===== config.mk =====
export PLATFORM = sky130hd
export DESIGN_NAME = websocket_frame_unmasker
export DESIGN_NICKNAME = d
export VERILOG_FILES = /design/src/rtl/wsfu_pkg.sv /design/src/rtl/websocket_frame_unmasker.sv
export SDC_FILE = /design/constraint.sdc
export NUM_CORES = 1
export LEC_CHECK = 0
export ABC_AREA = 1
export ABC_CLOCK_PERIOD_IN_PS = 3110
export BUFFER_PORTS_ARGS = -buffer_cell sky130_fd_sc_hd__buf_4
export CAP_MARGIN = 20
export CORE_ASPECT_RATIO = 1.1
export CORE_MARGIN = 3
export CORE_UTILIZATION = 60
export DETAILED_ROUTE_END_ITERATION = 8
export PLACE_DENSITY = 0.76
export SLEW_MARGIN = 20
export SYNTH_ARGS = -nofsm -noshare
export SYNTH_HDL_FRONTEND = slang
export SYNTH_SLANG_ARGS = --single-unit

===== constraint.sdc =====
create_clock -name clk_i -period 3.11 [get_ports clk_i]
set_input_delay 0.622 -clock clk_i [delete_from_list [all_inputs] [get_ports clk_i]]
set_output_delay 0.622 -clock clk_i [all_outputs]
set_load 0.01 [all_outputs]

===== src/rtl/wsfu_pkg.sv =====
package wsfu_pkg;

  // Parse phases of the frame decoder
  localparam logic [2:0] PhHdr0    = 3'd0;
  localparam logic [2:0] PhHdr1    = 3'd1;
  localparam logic [2:0] PhExtLen  = 3'd2;
  localparam logic [2:0] PhMask    = 3'd3;
  localparam logic [2:0] PhPayload = 3'd4;

  // 7-bit length field and its escape codes
  localparam logic [6:0] Len7Mask = 7'h7F;
  localparam logic [6:0] LenExt16 = 7'd126;
  localparam logic [6:0] LenExt64 = 7'd127;

  // Extended length byte counts and mask key size
  localparam logic [3:0] ExtBytes16 = 4'd2;
  localparam logic [3:0] ExtBytes64 = 4'd8;
  localparam logic [3:0] KeyBytes   = 4'd4;

endpackage


===== src/rtl/websocket_frame_unmasker.sv =====
// Byte-serial decoder for masked client WebSocket frames.
//
// Input channel (in_valid_i / in_ready_o / in_byte_i): one raw frame byte per
// beat. The two base header bytes, the optional 16- or 64-bit big-endian
// extended length and the four mask-key bytes are absorbed without output.
// Every payload byte leaves on the output channel (out_valid_o / out_ready_i)
// as payload_byte_o = in_byte XOR key byte (position mod 4), with
// last_of_frame_o set on the final payload byte of the frame.
//
// Throughput: one input beat per clock while the skid register is empty. The
// decode is a single short combinational step from the parse registers into
// the output register, which takes each accepted payload byte unless it still
// holds a beat that the receiver has not taken.
// Stall: an output register plus a one-entry skid register sit between the
// decoder and the receiver; in_ready_o drops only while the skid register
// holds a beat, so header bytes keep flowing while one result waits.
// Reset (rst_ni low, asynchronous): the decoder expects the first header byte,
// and both output stages are emptied.
module websocket_frame_unmasker
  import wsfu_pkg::*;
(
  input  logic       clk_i,
  input  logic       rst_ni,
  input  logic       in_valid_i,
  output logic       in_ready_o,
  input  logic [7:0] in_byte_i,
  output logic       out_valid_o,
  input  logic       out_ready_i,
  output logic [7:0] payload_byte_o,
  output logic       last_of_frame_o
);

  // Parse state
  logic [2:0]  phase_q, phase_d;
  logic [3:0]  hdr_cnt_q, hdr_cnt_d;
  logic [63:0] remain_q, remain_d;
  logic [31:0] key_q, key_d;
  logic [1:0]  mask_pos_q, mask_pos_d;

  // Output and skid stages
  logic       out_valid_q;
  logic [7:0] out_byte_q;
  logic       out_last_q;
  logic       skid_valid_q;
  logic [7:0] skid_byte_q;
  logic       skid_last_q;

  logic        accept;
  logic        res_valid;
  logic [7:0]  res_byte;
  logic        res_last;
  logic [6:0]  len7;
  logic [63:0] remain_dec;
  logic [7:0]  key_byte;
  logic [3:0]  key_cnt_inc;
  logic        pop;

  assign in_ready_o = !skid_valid_q;
  assign accept     = in_valid_i && in_ready_o;
  assign pop        = out_valid_q && out_ready_i;

  assign len7        = in_byte_i[6:0] & Len7Mask;
  assign remain_dec  = remain_q - 64'd1;
  assign key_cnt_inc = hdr_cnt_q + 4'd1;

  // Select key byte: position 0 is the first key byte, held in the top bits
  always_comb begin
    case (mask_pos_q)
      2'd0:    key_byte = key_q[31:24];
      2'd1:    key_byte = key_q[23:16];
      2'd2:    key_byte = key_q[15:8];
      default: key_byte = key_q[7:0];
    endcase
  end

  // Decode one byte
  always_comb begin
    phase_d    = phase_q;
    hdr_cnt_d  = hdr_cnt_q;
    remain_d   = remain_q;
    key_d      = key_q;
    mask_pos_d = mask_pos_q;
    res_valid  = 1'b0;
    res_byte   = in_byte_i ^ key_byte;
    res_last   = (remain_dec == 64'd0);
    case (phase_q)
      PhHdr1: begin
        remain_d   = '0;
        key_d      = '0;
        mask_pos_d = '0;
        if (len7 == LenExt16) begin
          hdr_cnt_d = ExtBytes16;
          phase_d   = PhExtLen;
        end else if (len7 == LenExt64) begin
          hdr_cnt_d = ExtBytes64;
          phase_d   = PhExtLen;
        end else begin
          remain_d  = {57'd0, len7};
          hdr_cnt_d = '0;
          phase_d   = PhMask;
        end
      end
      PhExtLen: begin
        remain_d  = {remain_q[55:0], in_byte_i};
        hdr_cnt_d = hdr_cnt_q - 4'd1;
        if (hdr_cnt_d == 4'd0) begin
          phase_d = PhMask;
        end
      end
      PhMask: begin
        key_d     = {key_q[23:0], in_byte_i};
        hdr_cnt_d = key_cnt_inc;
        if (key_cnt_inc >= KeyBytes) begin
          hdr_cnt_d  = '0;
          mask_pos_d = '0;
          phase_d    = (remain_q == 64'd0) ? PhHdr0 : PhPayload;
        end
      end
      PhPayload: begin
        res_valid  = 1'b1;
        remain_d   = remain_dec;
        mask_pos_d = mask_pos_q + 2'd1;
        if (res_last) begin
          phase_d    = PhHdr0;
          mask_pos_d = '0;
        end
      end
      default: begin
        // First header byte, and any unused phase code: drop the byte
        phase_d   = PhHdr1;
        hdr_cnt_d = '0;
      end
    endcase
  end

  // Advance parse state on each accepted beat
  always_ff @(posedge clk_i or negedge rst_ni) begin
    if (!rst_ni) begin
      phase_q    <= PhHdr0;
      hdr_cnt_q  <= '0;
      remain_q   <= '0;
      key_q      <= '0;
      mask_pos_q <= '0;
    end else if (accept) begin
      phase_q    <= phase_d;
      hdr_cnt_q  <= hdr_cnt_d;
      remain_q   <= remain_d;
      key_q      <= key_d;
      mask_pos_q <= mask_pos_d;
    end
  end

  // Output register with skid stage: the skid fills only when the output
  // register holds a beat that the receiver does not take this cycle.
  always_ff @(posedge clk_i or negedge rst_ni) begin
    if (!rst_ni) begin
      out_valid_q  <= 1'b0;
      skid_valid_q <= 1'b0;
    end else if (skid_valid_q) begin
      if (pop) begin
        out_valid_q  <= 1'b1;
        skid_valid_q <= 1'b0;
      end
    end else if (!out_valid_q || pop) begin
      out_valid_q <= accept && res_valid;
    end else if (accept && res_valid) begin
      skid_valid_q <= 1'b1;
    end
  end

  always_ff @(posedge clk_i) begin
    if (skid_valid_q) begin
      if (pop) begin
        out_byte_q <= skid_byte_q;
        out_last_q <= skid_last_q;
      end
    end else if (!out_valid_q || pop) begin
      out_byte_q <= res_byte;
      out_last_q <= res_last;
    end else begin
      skid_byte_q <= res_byte;
      skid_last_q <= res_last;
    end
  end

  assign out_valid_o     = out_valid_q;
  assign payload_byte_o  = out_byte_q;
  assign last_of_frame_o = out_last_q;

  // The skid stage never holds a beat ahead of an empty output register
  a_skid_behind_out: assert property (@(posedge clk_i) disable iff (!rst_ni)
    skid_valid_q |-> out_valid_q)
    else $error("skid register full while output register empty");

  // In the extended length phase between one and eight bytes are still due
  a_extlen_count: assert property (@(posedge clk_i) disable iff (!rst_ni)
    (phase_q == PhExtLen) |-> (hdr_cnt_q != 4'd0 && hdr_cnt_q <= ExtBytes64))
    else $error("extended length byte count out of range");

  // The final payload byte returns the decoder to the first header byte
  a_last_to_hdr0: assert property (@(posedge clk_i) disable iff (!rst_ni)
    (accept && phase_q == PhPayload && remain_q == 64'd1) |=> (phase_q == PhHdr0))
    else $error("decoder did not return to header after last payload byte");

  // A payload phase always has bytes left to deliver
  a_payload_nonzero: assert property (@(posedge clk_i) disable iff (!rst_ni)
    (phase_q == PhPayload) |-> (remain_q != 64'd0))
    else $error("payload phase with nothing remaining");

endmodule

## Yosys cells after proc, flatten, opt, wreduce, memory -nomap -nowiden

Cells that the tools add are included.

| word-level totals | value |
|---|---|
| flip-flop bits (word level) | 125 |
| bits of input ports | 12 |
| output and inout port bits | 11 |
| word-level logic and storage cells | 86 |

| cells by class | value |
|---|---|
| $add $sub $neg | 4 |
| $lt $le $gt $ge | 1 |
| equality and inequality tests | 12 |
| multiplexer cells | 33 |
| bitwise gates (word level) | 4 |
| reductions and logical operators | 21 |

Operator list:

| cell | count |
|---|---|
| $pmux 64 s3 | 1 |
| $logic_not 64->1 | 2 |
| $pmux 32 s2 | 1 |
| $sub 64x1->64 const B | 1 |
| $mux 8 | 3 |
| $pmux 8 s3 | 1 |
| $pmux 4 s4 | 1 |
| $eq 7x7->1 const B | 2 |
| $mux 7 | 2 |
| $mux 1 | 13 |
| $mux 3 | 4 |
| $mux 4 | 3 |
| $pmux 3 s4 | 1 |
| $reduce_and 2->1 | 5 |
| $xor 8x8->8 | 1 |
| $eq 3x2->1 const B | 2 |
| $ne 2x2->1 const B | 3 |
| $pmux 2 s3 | 1 |
| $reduce_bool 3->1 | 2 |
| $add 4x1->4 const B | 1 |
| $ge 4x3->1 const B | 1 |
| $logic_not 4->1 | 1 |
| $mux 2 | 2 |
| $reduce_and 4->1 | 1 |
| other kinds (14) | 20 |

## Logic depth before layout (Yosys ltp)

Gate-level depths: netlist of run 1.

| depth | value |
|---|---|
| word-level depth | 6 |
| depth in mapped cells | 19 |
| gate-level depth less buffers | 19 |

## Least setup slack after synthesis of run 1

OpenSTA, ideal clock, no wires.

| timing path | value |
|---|---|
| path type | register to register |
| from | register remain_q[0] |
| to | register phase_q[0] |
| setup time | 0.120 ns |
| arrival time | 2.147 ns |
| data required time | 2.990 ns |
| setup slack | 0.842 ns |
| cell stages (with the launch flop) | 20 |
| path buffers | 0 |
| period minus slack after synthesis | 2.268 ns |
| cells stage by stage | dfrtp_1 -> inv_1 -> ha_1 -> nand3_4 -> nor2_2 -> nand2_2 -> nor2_4 -> nand2_1 -> nand2_1 -> nand2_1 -> inv_2 -> nand2_1 -> nor2_1 -> nand2_1 -> nor2_2 -> nand3_2 -> nand2_2 -> nand2_2 -> nand2_1 -> nand2_1 |

| on the way | value |
|---|---|
| cells in the longest elaborated chain, start to end | 4 |

Ends and longest elaborated chain:

| what | RTL line | text |
|---|---|---|
| start: declaration | websocket_frame_unmasker.sv:36 | `logic [63:0] remain_q, remain_d;` |
| start signal: assignment | websocket_frame_unmasker.sv:147 | `remain_q <= remain_d;` |
| $sub 64x1->64 | websocket_frame_unmasker.sv:63 | `assign remain_dec = remain_q - 64'd1;` |
| $logic_not 64->1 | websocket_frame_unmasker.sv:85 | `res_last = (remain_dec == 64'd0);` |
| $ne 2x2->1 (no source line) | - |  |
| $reduce_and 4->1 (no source line) | - |  |
| end signal: assignment | websocket_frame_unmasker.sv:139 | `phase_q <= PhHdr0;` |
| end signal: assignment | websocket_frame_unmasker.sv:145 | `phase_q <= phase_d;` |
| end: declaration | websocket_frame_unmasker.sv:34 | `logic [2:0] phase_q, phase_d;` |

Every way passes these cells.
A chain may end at the register's enable or synchronous reset.

## Worst setup path after layout of run 1

Same ends and word-level chain as after synthesis.

==> results.txt, run 1 <==
Outcome - finished clean
CTS tree - built
Drt pass-1 iters - 7
Total routed wirelength - 25800 microns
Synth Instances - 1215
Fmax - 361 MHz
Distinct cells, synth - 37
Simple-Gate Fraction of Synth Area - 34.0%
Post-route cell area - 0.00942 sq mm
Top Ports - 23
DR WL/cell - 18.0 microns
Most common flop cell mapped by yosys - dfrtp_1
Die area - 0.0155 sq mm
Number of synthesized flops with an enable pin - 18
Global-route wire length before repair - 41400 microns
Placed Cells - 1398
Pin count of the biggest net entering global routing - 63
Post-synthesis adder-cell area fraction - 1.34%
FF+latch count, synth - 125
Fin. Hold Viols - 0
Leak - 4.25 nW
Hold_buf cts - 0
CP endpoint kind - flip-flop
PwrDens - 961 mW/mm^2
CTS clk-pin slew, worst paths - 0.08 ns
Worst skew pair latency - 0.44 ns
Worst path max stage delay - 0.40 ns
Startpoint Class - flip-flop
P&R area growth vs syn - 11.8%
WP data required - 3.43 ns
Clock Tree Buf Depth - 2
Max Cap Viol - 0
# DRC - 0
Clock buffer count from CTS - 17
Die H - 130 microns
Routed Antenna Nets - 0
Post-Place Worst Slack - 0.372 ns
Hpwl dp - 19100 microns
Final Slew Violations - 0
Total track usage - 34.4%
Worst-case clock skew - 0.0156 ns
DR iter-0 viols - 980
Relative slew slack - 30.1%
Synth Area in Compound Gates - 15.5%
Initial antenna violation count - 0
Core Rows - 44
Synth Area per Inst - 6.94 sq um
Placed Area - 0.00883 sq mm
Mux contribution to synthesized area - 0%
Worst-path cell chain - inv_1 -> ha_1 -> nand3_4 -> nor2_2 -> nand2_2 -> nor2_4 -> nand2_1 -> nand2_1 -> nand2_1 -> inv_2 -> nand2_1 -> nor2_1 -> nand2_1 -> nor2_2 -> nand3_2 -> nand2_2 -> nand2_2 -> nand2_1 -> nand2_1
Setup TNS - 0 ns
WP data arrival - 3.09 ns
Sequential-to-total area share from yosys stat - 38.2%
Final setup margin - 0.339 ns
Net Count, Synth - 1236
Slew @ Worst Pin - 1.05 ns
VDD IR-drop max - 0.617 mV
Number of setup buffers added after CTS - 0
Post-synthesis xor/xnor area fraction - 2.81%
Worst Hold Class - input pin to asynchronous set/reset pin
Ys async rst share - 85.6%
Clk root buf - clkbuf_16
Synth Cell Area - 0.00843 sq mm
CP max-delay cell - dfrtp_1
Main combinational cell family by area after synthesis - simple AND/OR/NAND/NOR gates
Crit path max-delay family - simple AND/OR/NAND/NOR gates
Total power - 9.06 mW
Final min period - 2.77 ns
CP Max Fanout - 7
GPL Wtd Cong - 1.03
CP most frequent cell - nand2_1
Finished Layout Cells - 1430
Layout cells sized above 1 - 9.79%
RSZ-0062 raised after global routing - no
Port Buffers - 22
Fin crit share - 89.1%
Final count of negative-setup-slack endpoints - 0
Grt ovf - 0
Post-CTS sizing - 0
Initial core utilization - 62.5%
Vias in the first global route - 7936
Final net count - 1254
Total number of vias - 8386
N_diodes - 0
Synth Warn # - 0
Core area - 0.0135 sq mm
Routed vias/inst - 5.86
Die width - 119 microns
Critical path type - flip-flop to flip-flop
CTS sink count - 125
Buf/Inv on CP - 2
H-tree levels - 4
cell usage after synthesis (all sizes together), types with 2 or more instances:
library cell | instances | area, sq um
xor2 | 24 | 210
nor3 | 10 | 55.1
nor2 | 211 | 936
nand3b | 13 | 97.6
edfxtp | 18 | 541
nand2 | 353 | 1380
o22ai | 25 | 156
o221ai | 8 | 70.1
nand3 | 40 | 230
clkbuf | 35 | 131
buf | 2 | 7.51
nor4 | 10 | 62.6
inv | 146 | 548
xnor2 | 3 | 26.3
and2 | 7 | 43.8
o21ai | 63 | 315
a22oi | 56 | 420
nand4 | 8 | 50.1
a21oi | 61 | 305
o211ai | 2 | 15.0
ha | 9 | 113
dfrtp | 107 | 2680
placed cells by master (no fill, tap or decap), drive strengths merged, types with 18 or more instances in the layout:
master / netlist / routed
a22oi: 56 / 56
o21ai: 63 / 63
a21oi: 61 / 61
xor2: 24 / 24
nand3: 40 / 40
nor2: 211 / 211
edfxtp: 18 / 18
nand2: 353 / 353
dfrtp: 107 / 107
inv: 146 / 157
buf: 2 / 36
o22ai: 25 / 25
cell families after synthesis:
logic type | after synthesis
XOR/XNOR | 27
buffers and inverters | 183
flip-flops | 125
adder cells (fa/ha/maj) | 9
AO/OA/AOI/OAI | 218
AND/OR/NAND/NOR | 653
worst reg2reg max path, stage by stage (launching register included):
cell and delay (ns):
dfrtp_1 0.40, inv_1 0.15, ha_1 0.25, nand3_4 0.15
nor2_2 0.20, nand2_2 0.14, nor2_4 0.23, nand2_1 0.08
nand2_1 0.06, nand2_1 0.09, inv_2 0.06, nand2_1 0.04
nor2_1 0.14, nand2_1 0.09, nor2_2 0.12, nand3_2 0.12
nand2_2 0.13, nand2_2 0.08, nand2_1 0.07, nand2_1 0.05
area by class of cell:
type / count / area, sq um
Clock inverter: 15 / 163
Timing Repair Buffer: 36 / 295
Inverter: 146 / 548
Fill cell: 1196 / 4070
Tap cell: 184 / 230
Multi-Input combinational cell: 907 / 4540
Clock buffer: 17 / 425
Sequential cell: 125 / 3220
per-layer routing:
layer | wire, microns | up-vias | global-route usage, % | share of wire [%]
met1 | 10300 | 3890 | 43.6 | 40
met3 | 1750 | 86 | 4.20 | 6.8
met5 | 0 | - | 0 | 0
met2 | 12500 | 395 | 58.2 | 48
met4 | 1220 | 0 | 17.9 | 4.7
li1 | - | 4015 | - | -
flip-flops by register name (all words and copies together) (netlist names):
name,flops
skid_valid_q,1
phase_q,3
skid_byte_q,8
out_valid_o,1
payload_byte_o,8
mask_pos_q,2
hdr_cnt_q,4
skid_last_q,1
last_of_frame_o,1
key_q,32
remain_q,64
where the power goes:
group	internal, mW	leakage (nW)	total, mW	switching (mW)
logic	1.31	2.42	3.98	2.67
clock network	1.08	0.289	1.99	0.916
registers	2.28	1.54	3.09	0.807
total	4.66	4.25	9.06	4.39
path summary, 6_finish.rpt:
| check | slack (ns) | to | startpoint | cells past startpoint |
|---|---|---|---|---|
| worst max-delay path | 0.34 | phase_q[0] | remain_q[0] | 19 |
| worst min-delay path | 0.10 | remain_q[40] | rst_ni | 1 |
| worst max register to register | 0.34 | phase_q[0] | remain_q[0] | 19 |
| worst min register to register | 0.52 | payload_byte_o[2] | skid_byte_q[2] | 2 |
| max in group asynchronous | 2.28 | remain_q[20] | rst_ni | 2 |
| min in group clk_i | 0.46 | remain_q[1] | in_byte_i[1] | 3 |
stage by stage:
step                      util [%]  hold WS (ns)
final                         69.9         0.101
after global routing          69.9         0.135
after CTS                     69.9         0.115
after detailed placement      65.5         0.498
after global placement        65.5         0.490
after floorplan                  -         0.326
No activity file was read; power rests on OpenSTA's default activity.
==> run 2, diff against run 1 <==
- CORE_MARGIN: 3 -> default
==> results.txt, run 2 (synthesis results as in run 1) <==
Multi-input gate area in the final layout - 0.00454 sq mm (unchanged)
CP Max Fanout - 7 (unchanged)
P&R area growth vs syn - 11.8% (about the same)
RSZ-0062 raised after global routing - no
Outcome - complete, but fails checks
Met2 Use GR - 59.7% (+1.5 points)
# DRC - 26 (+26)
CP endpoint kind - flip-flop
Routing usage on met1 - 46.2% (+2.6 points)
H-tree levels - 4 (unchanged)
Clock buffer count from CTS - 17 (unchanged)
Worst hold margin - 0.194 ns (+0.0933 ns)
Final Slew Violations - 0 (unchanged)
Filler cell count - 1251 (+4.6%)
Buf/Inv on CP - 2 (unchanged)
FF-to-FF Start - remain_q[0]
Placed Cells - 1401 (+0.21%)
Crit path max-delay family - simple AND/OR/NAND/NOR gates
Hpwl dp - 18400 microns (-3.6%)
Initial core utilization - 61.3% (-1.1 points)
CP most frequent cell - nand2_1
Routed Antenna Nets - 0 (unchanged)
Fin crit share - 87.0% (-2.2 points)
N_diodes - 0 (unchanged)
Total number of vias - 8348 (-0.45%)
Most frequent cells in the layout - nand2_1, nor2_1, inv_1
Core Rows - 45 (+2.3%)
Max Cap Viol - 0 (unchanged)
Final min period - 2.70 ns (-0.0669 ns)
Grt met3 use - 7.69% (+3.5 points)
Commonest non-fill, non-tap cell in the layout - nand2_1
Vias in the first global route - 8108 (+2.2%)
Worst Hold Class - input pin to asynchronous set/reset pin
Hold_buf cts - 0 (unchanged)
Total power - 9.06 mW (about the same)
Routed vias/inst - 5.83 (-0.66%)
Total routed wirelength - 24900 microns (-3.6%)
Biggest regs - remain_q x64, key_q x32
CTS tree - built
Setup TNS - 0 ns (unchanged)
Worst-case clock skew - 0.00957 ns (-0.00607 ns)
Startpoint Class - flip-flop
Fin. Hold Viols - 0 (unchanged)
Critical path type - flip-flop to flip-flop
DR WL/cell - 17.4 microns (-3.8%)
Die width - 115 microns (-3.4%)
Seq. cell area - 0.00322 sq mm (unchanged)
PwrDens - 961 mW/mm^2 (about the same)
Number of setup buffers added after CTS - 0 (unchanged)
Worst-path cell chain - inv_1 -> ha_1 -> nand3_4 -> nor2_2 -> nand2_2 -> nor2_4 -> nand2_1 -> nand2_1 -> nand2_1 -> inv_2 -> nand2_1 -> nor2_1 -> nand2_1 -> nor2_2 -> nand3_2 -> nand2_2 -> nand2_2 -> nand2_1 -> nand2_1
Global-route wire length before repair - 41000 microns (-1.1%)
Leak - 4.24 nW (about the same)
Finished Layout Cells - 1433 (+0.21%)
Relative slew slack - 32.4% (+2.4 points)
Final net count - 1253 (-0.080%)
Pin count of the biggest net entering global routing - 66 (+4.8%)
Worst path max stage delay - 0.39 ns (about the same)
Grt ovf - 0 (unchanged)
WP data arrival - 3.03 ns (-0.06 ns)
CP max-delay cell - dfrtp_1
VDD IR-drop max - 0.554 mV (-10%)
Clock Tree Buf Depth - 2 (unchanged)
Post-CTS sizing - 0 (unchanged)
Clk root buf - clkbuf_16
Drt pass-1 iters - 9 (+2)
Post-Place Worst Slack - 0.428 ns (+0.0559 ns)
Grt peak-use layer - met2
Fmax - 370 MHz (+2.5%)
R2R Path End - phase_q[1]
Violated checks - DRC
Final count of negative-setup-slack endpoints - 0 (unchanged)
Port Buffers - 22 (unchanged)
Core area - 0.0137 sq mm (+1.9%)
GPL Wtd Cong - 0.980 (-4.7%)
Layout cells sized above 1 - 9.72% (-0.072 points)
Slew @ Worst Pin - 1.01 ns (-0.0352 ns)
Initial antenna violation count - 0 (unchanged)
Largest register FFs - 64 (unchanged)
CTS sink count - 125 (unchanged)
Die area - 0.0145 sq mm (-6.3%)
Worst R2R Setup Slack - 0.41 ns (+0.07 ns)
Final setup margin - 0.406 ns (+0.0669 ns)
CTS clk-pin slew, worst paths - 0.06 ns (-0.02 ns)
Total track usage - 37.0% (+2.6 points)
Top reg by flops - remain_q
Top Ports - 23 (unchanged)
WP data required - 3.43 ns (about the same)
Die H - 126 microns (-3.1%)
DR iter-0 viols - 811 (-17%)
Worst skew pair latency - 0.44 ns (about the same)
R2r worst-path depth - 19 (unchanged)
[run 2: per-stage QoR]
step | area (sq um) | utilization, %
floorplan | 8430 | -
CTS | 9420 | 68.6
global route | 9420 | 68.6
detailed placement | 8830 | 64.3
finish | 9420 | 68.6
global placement | 8830 | 64.3
[run 2: power by group]
| group | switching, mW | internal, mW | leakage [nW] |
|---|---|---|---|
| Sequential | 0.805 | 2.28 | 1.54 |
| Clock | 0.847 | 1.17 | 0.292 |
| Combinational | 2.64 | 1.31 | 2.41 |
| Total | 4.29 | 4.76 | 4.24 |
[run 2: layer usage]
metal  part of all wire, %  wire [microns]
met5                     0               0
met4                   5.3            1310
met2                    48           11900
met3                   6.9            1710
met1                    40            9950
[run 2: worst max-delay path by stage]
stage | from | end | slack, ns | depth (start not counted)
after floorplan | remain_q[0] | phase_q[0] | 0.84 | 19
after global placement | remain_q[0] | phase_q[0] | 0.49 | 19
after detailed placement | remain_q[0] | phase_q[0] | 0.43 | 19
after CTS | remain_q[0] | phase_q[1] | 0.41 | 19
after global routing | remain_q[0] | phase_q[0] | 0.11 | 17
final | remain_q[0] | phase_q[1] | 0.41 | 19
[run 2: final cells by class]
type | instances | area share (%)
Inverter | 146 | 5.82
Multi-Input combinational cell | 907 | 48.2
Sequential cell | 125 | 34.1
Timing Repair Buffer | 35 | 3.05
Clock inverter | 14 | 1.50
Tap cell | 188 | 2.50
Clock buffer | 18 | 4.78
==> run 3, diff against run 2 <==
- MAX_ROUTING_LAYER: default -> met4
==> results.txt, run 3 (synthesis results as in run 1) <==
Outcome - finished clean
RSZ-0062 raised after global routing - no
R2r worst-path depth - 19 (unchanged)
Die H - 126 microns (unchanged)
Worst Hold Class - input pin to asynchronous set/reset pin
Die width - 115 microns (unchanged)
GPL Wtd Cong - 1.01 (+3.1%)
Critical path type - flip-flop to flip-flop
WP data required - 3.43 ns (about the same)
Most frequent cells in the layout - nand2_1, nor2_1, inv_1
Max Cap Viol - 0 (unchanged)
Total track usage - 37.9% (+0.96 points)
Clock buffer count from CTS - 17 (unchanged)
Startpoint Class - flip-flop
Leak - 4.26 nW (+0.40%)
Final count of negative-setup-slack endpoints - 0 (unchanged)
DR WL/cell - 17.5 microns (+1.1%)
CTS tree - built
Clock Tree Buf Depth - 2 (unchanged)
Drt pass-1 iters - 6 (-3)
Initial core utilization - 61.3% (unchanged)
N_diodes - 0 (unchanged)
WP data arrival - 3.10 ns (+0.07 ns)
H-tree levels - 4 (unchanged)
Vias in the first global route - 7860 (-3.1%)
Number of setup buffers added after CTS - 0 (unchanged)
VDD IR-drop max - 0.583 mV (+5.2%)
CP endpoint kind - flip-flop
CTS sink count - 125 (unchanged)
PwrDens - 962 mW/mm^2 (about the same)
Layout cells sized above 1 - 10.0% (+0.29 points)
Fin crit share - 89.4% (+2.5 points)
Routed Antenna Nets - 0 (unchanged)
Port Buffers - 22 (unchanged)
Clk root buf - clkbuf_16
Largest register FFs - 64 (unchanged)
Final Slew Violations - 0 (unchanged)
Worst R2R Setup Slack - 0.33 ns (-0.08 ns)
P&R area growth vs syn - 12.0%
Worst-case clock skew - 0.00820 ns (-0.00136 ns)
Die area - 0.0145 sq mm (unchanged)
Fmax - 360 MHz (-2.7%)
Relative slew slack - 46.0% (+14 points)
Routed vias/inst - 5.88 (+0.95%)
Commonest non-fill, non-tap cell in the layout - nand2_1
Core Rows - 45 (unchanged)
Initial antenna violation count - 0 (unchanged)
Top reg by flops - remain_q
Slew @ Worst Pin - 0.808 ns (-0.204 ns)
Fin. Hold Viols - 0 (unchanged)
Biggest regs - remain_q x64, key_q x32
Total routed wirelength - 25200 microns (+1.4%)
Total number of vias - 8451 (+1.2%)
Worst skew pair latency - 0.43 ns (about the same)
Core area - 0.0137 sq mm (unchanged)
Final min period - 2.78 ns (+0.0763 ns)
R2R Path End - phase_q[2]
CTS clk-pin slew, worst paths - 0.06 ns (about the same)
Grt ovf - 0 (unchanged)
Placed Area - 0.00885 sq mm (+0.20%)
Hpwl dp - 18600 microns (+0.74%)
DR iter-0 viols - 756 (-6.8%)
Post-route cell area - 0.00944 sq mm (+0.16%)
CP Max Fanout - 7 (unchanged)
Final net count - 1257 (+0.32%)
# DRC - 0 (-100%)
FF-to-FF Start - remain_q[0]
Global-route wire length before repair - 40700 microns (-0.59%)
Top Ports - 23 (unchanged)
Post-CTS sizing - 0 (unchanged)
Hold_buf cts - 0 (unchanged)
Setup TNS - 0 ns (unchanged)
Pin count of the biggest net entering global routing - 63 (-4.5%)
==> run 3: metal layers <==
metal | GRT usage [%] | up-vias | routed length, microns | share of wire (%)
met5 | - | - | 0 | 0
met3 | 6.26 | 84 | 2100 | 8.3
met1 | 48.2 | 3932 | 10000 | 40
li1 | - | 4002 | - | -
met2 | 59.3 | 433 | 12000 | 48
met4 | 17.6 | 0 | 1040 | 4.1
==> run 3: metrics by stage <==
stage                     hold slack (ns)  std cells  setup slack (ns)  power, mW  util, %
after floorplan                     0.326       1215             0.842       5.73        -
after detailed placement            0.499       1405             0.366       6.92     64.4
after global placement              0.491       1405             0.442       6.91     64.4
after CTS                           0.177       1437             0.345       8.96     68.7
after global routing                0.203       1437             0.119       9.68     68.7
final                               0.162       1437             0.329       9.08     68.7
==> run 3: layout make-up <==
cell class              instances  area [sq um]
inverters                     146           548
clock buffers                  17           425
flip-flops and latches        125          3220
well taps                     188           235
clock inverters                15           164
multi-input cells             907          4540
fillers                      1204          4300
repair buffers                 39           305
==> run 3: worst max path at each step <==
stage | start | endpoint | slack (ns) | cells after the start
after floorplan | remain_q[0] | phase_q[0] | 0.84 | 19
after global placement | remain_q[0] | phase_q[0] | 0.44 | 19
after detailed placement | remain_q[0] | phase_q[1] | 0.37 | 19
after CTS | remain_q[0] | phase_q[2] | 0.35 | 19
after global routing | remain_q[0] | phase_q[2] | 0.12 | 19
final | remain_q[0] | phase_q[2] | 0.33 | 19
==> run 3: critical path, cell delays in order (launching register included) <==
cell and delay, ns:
dfrtp_1 0.40, inv_1 0.16, ha_1 0.25, nand3_4 0.15
nor2_2 0.21, nand2_2 0.14, nor2_4 0.23, nand2_1 0.09
nand2_1 0.06, nand2_1 0.10, inv_2 0.06, nand2_1 0.04
nor2_1 0.16, nand2_1 0.10, nor2_2 0.11, nand3_2 0.10
nand2_2 0.12, nand2_2 0.08, nand2_1 0.06, nand2_1 0.05
==> run 3: report_power, final <==
group / internal, mW / switching (mW)
sequential: 2.28 / 0.815
clock: 1.14 / 0.875
combinational: 1.30 / 2.67
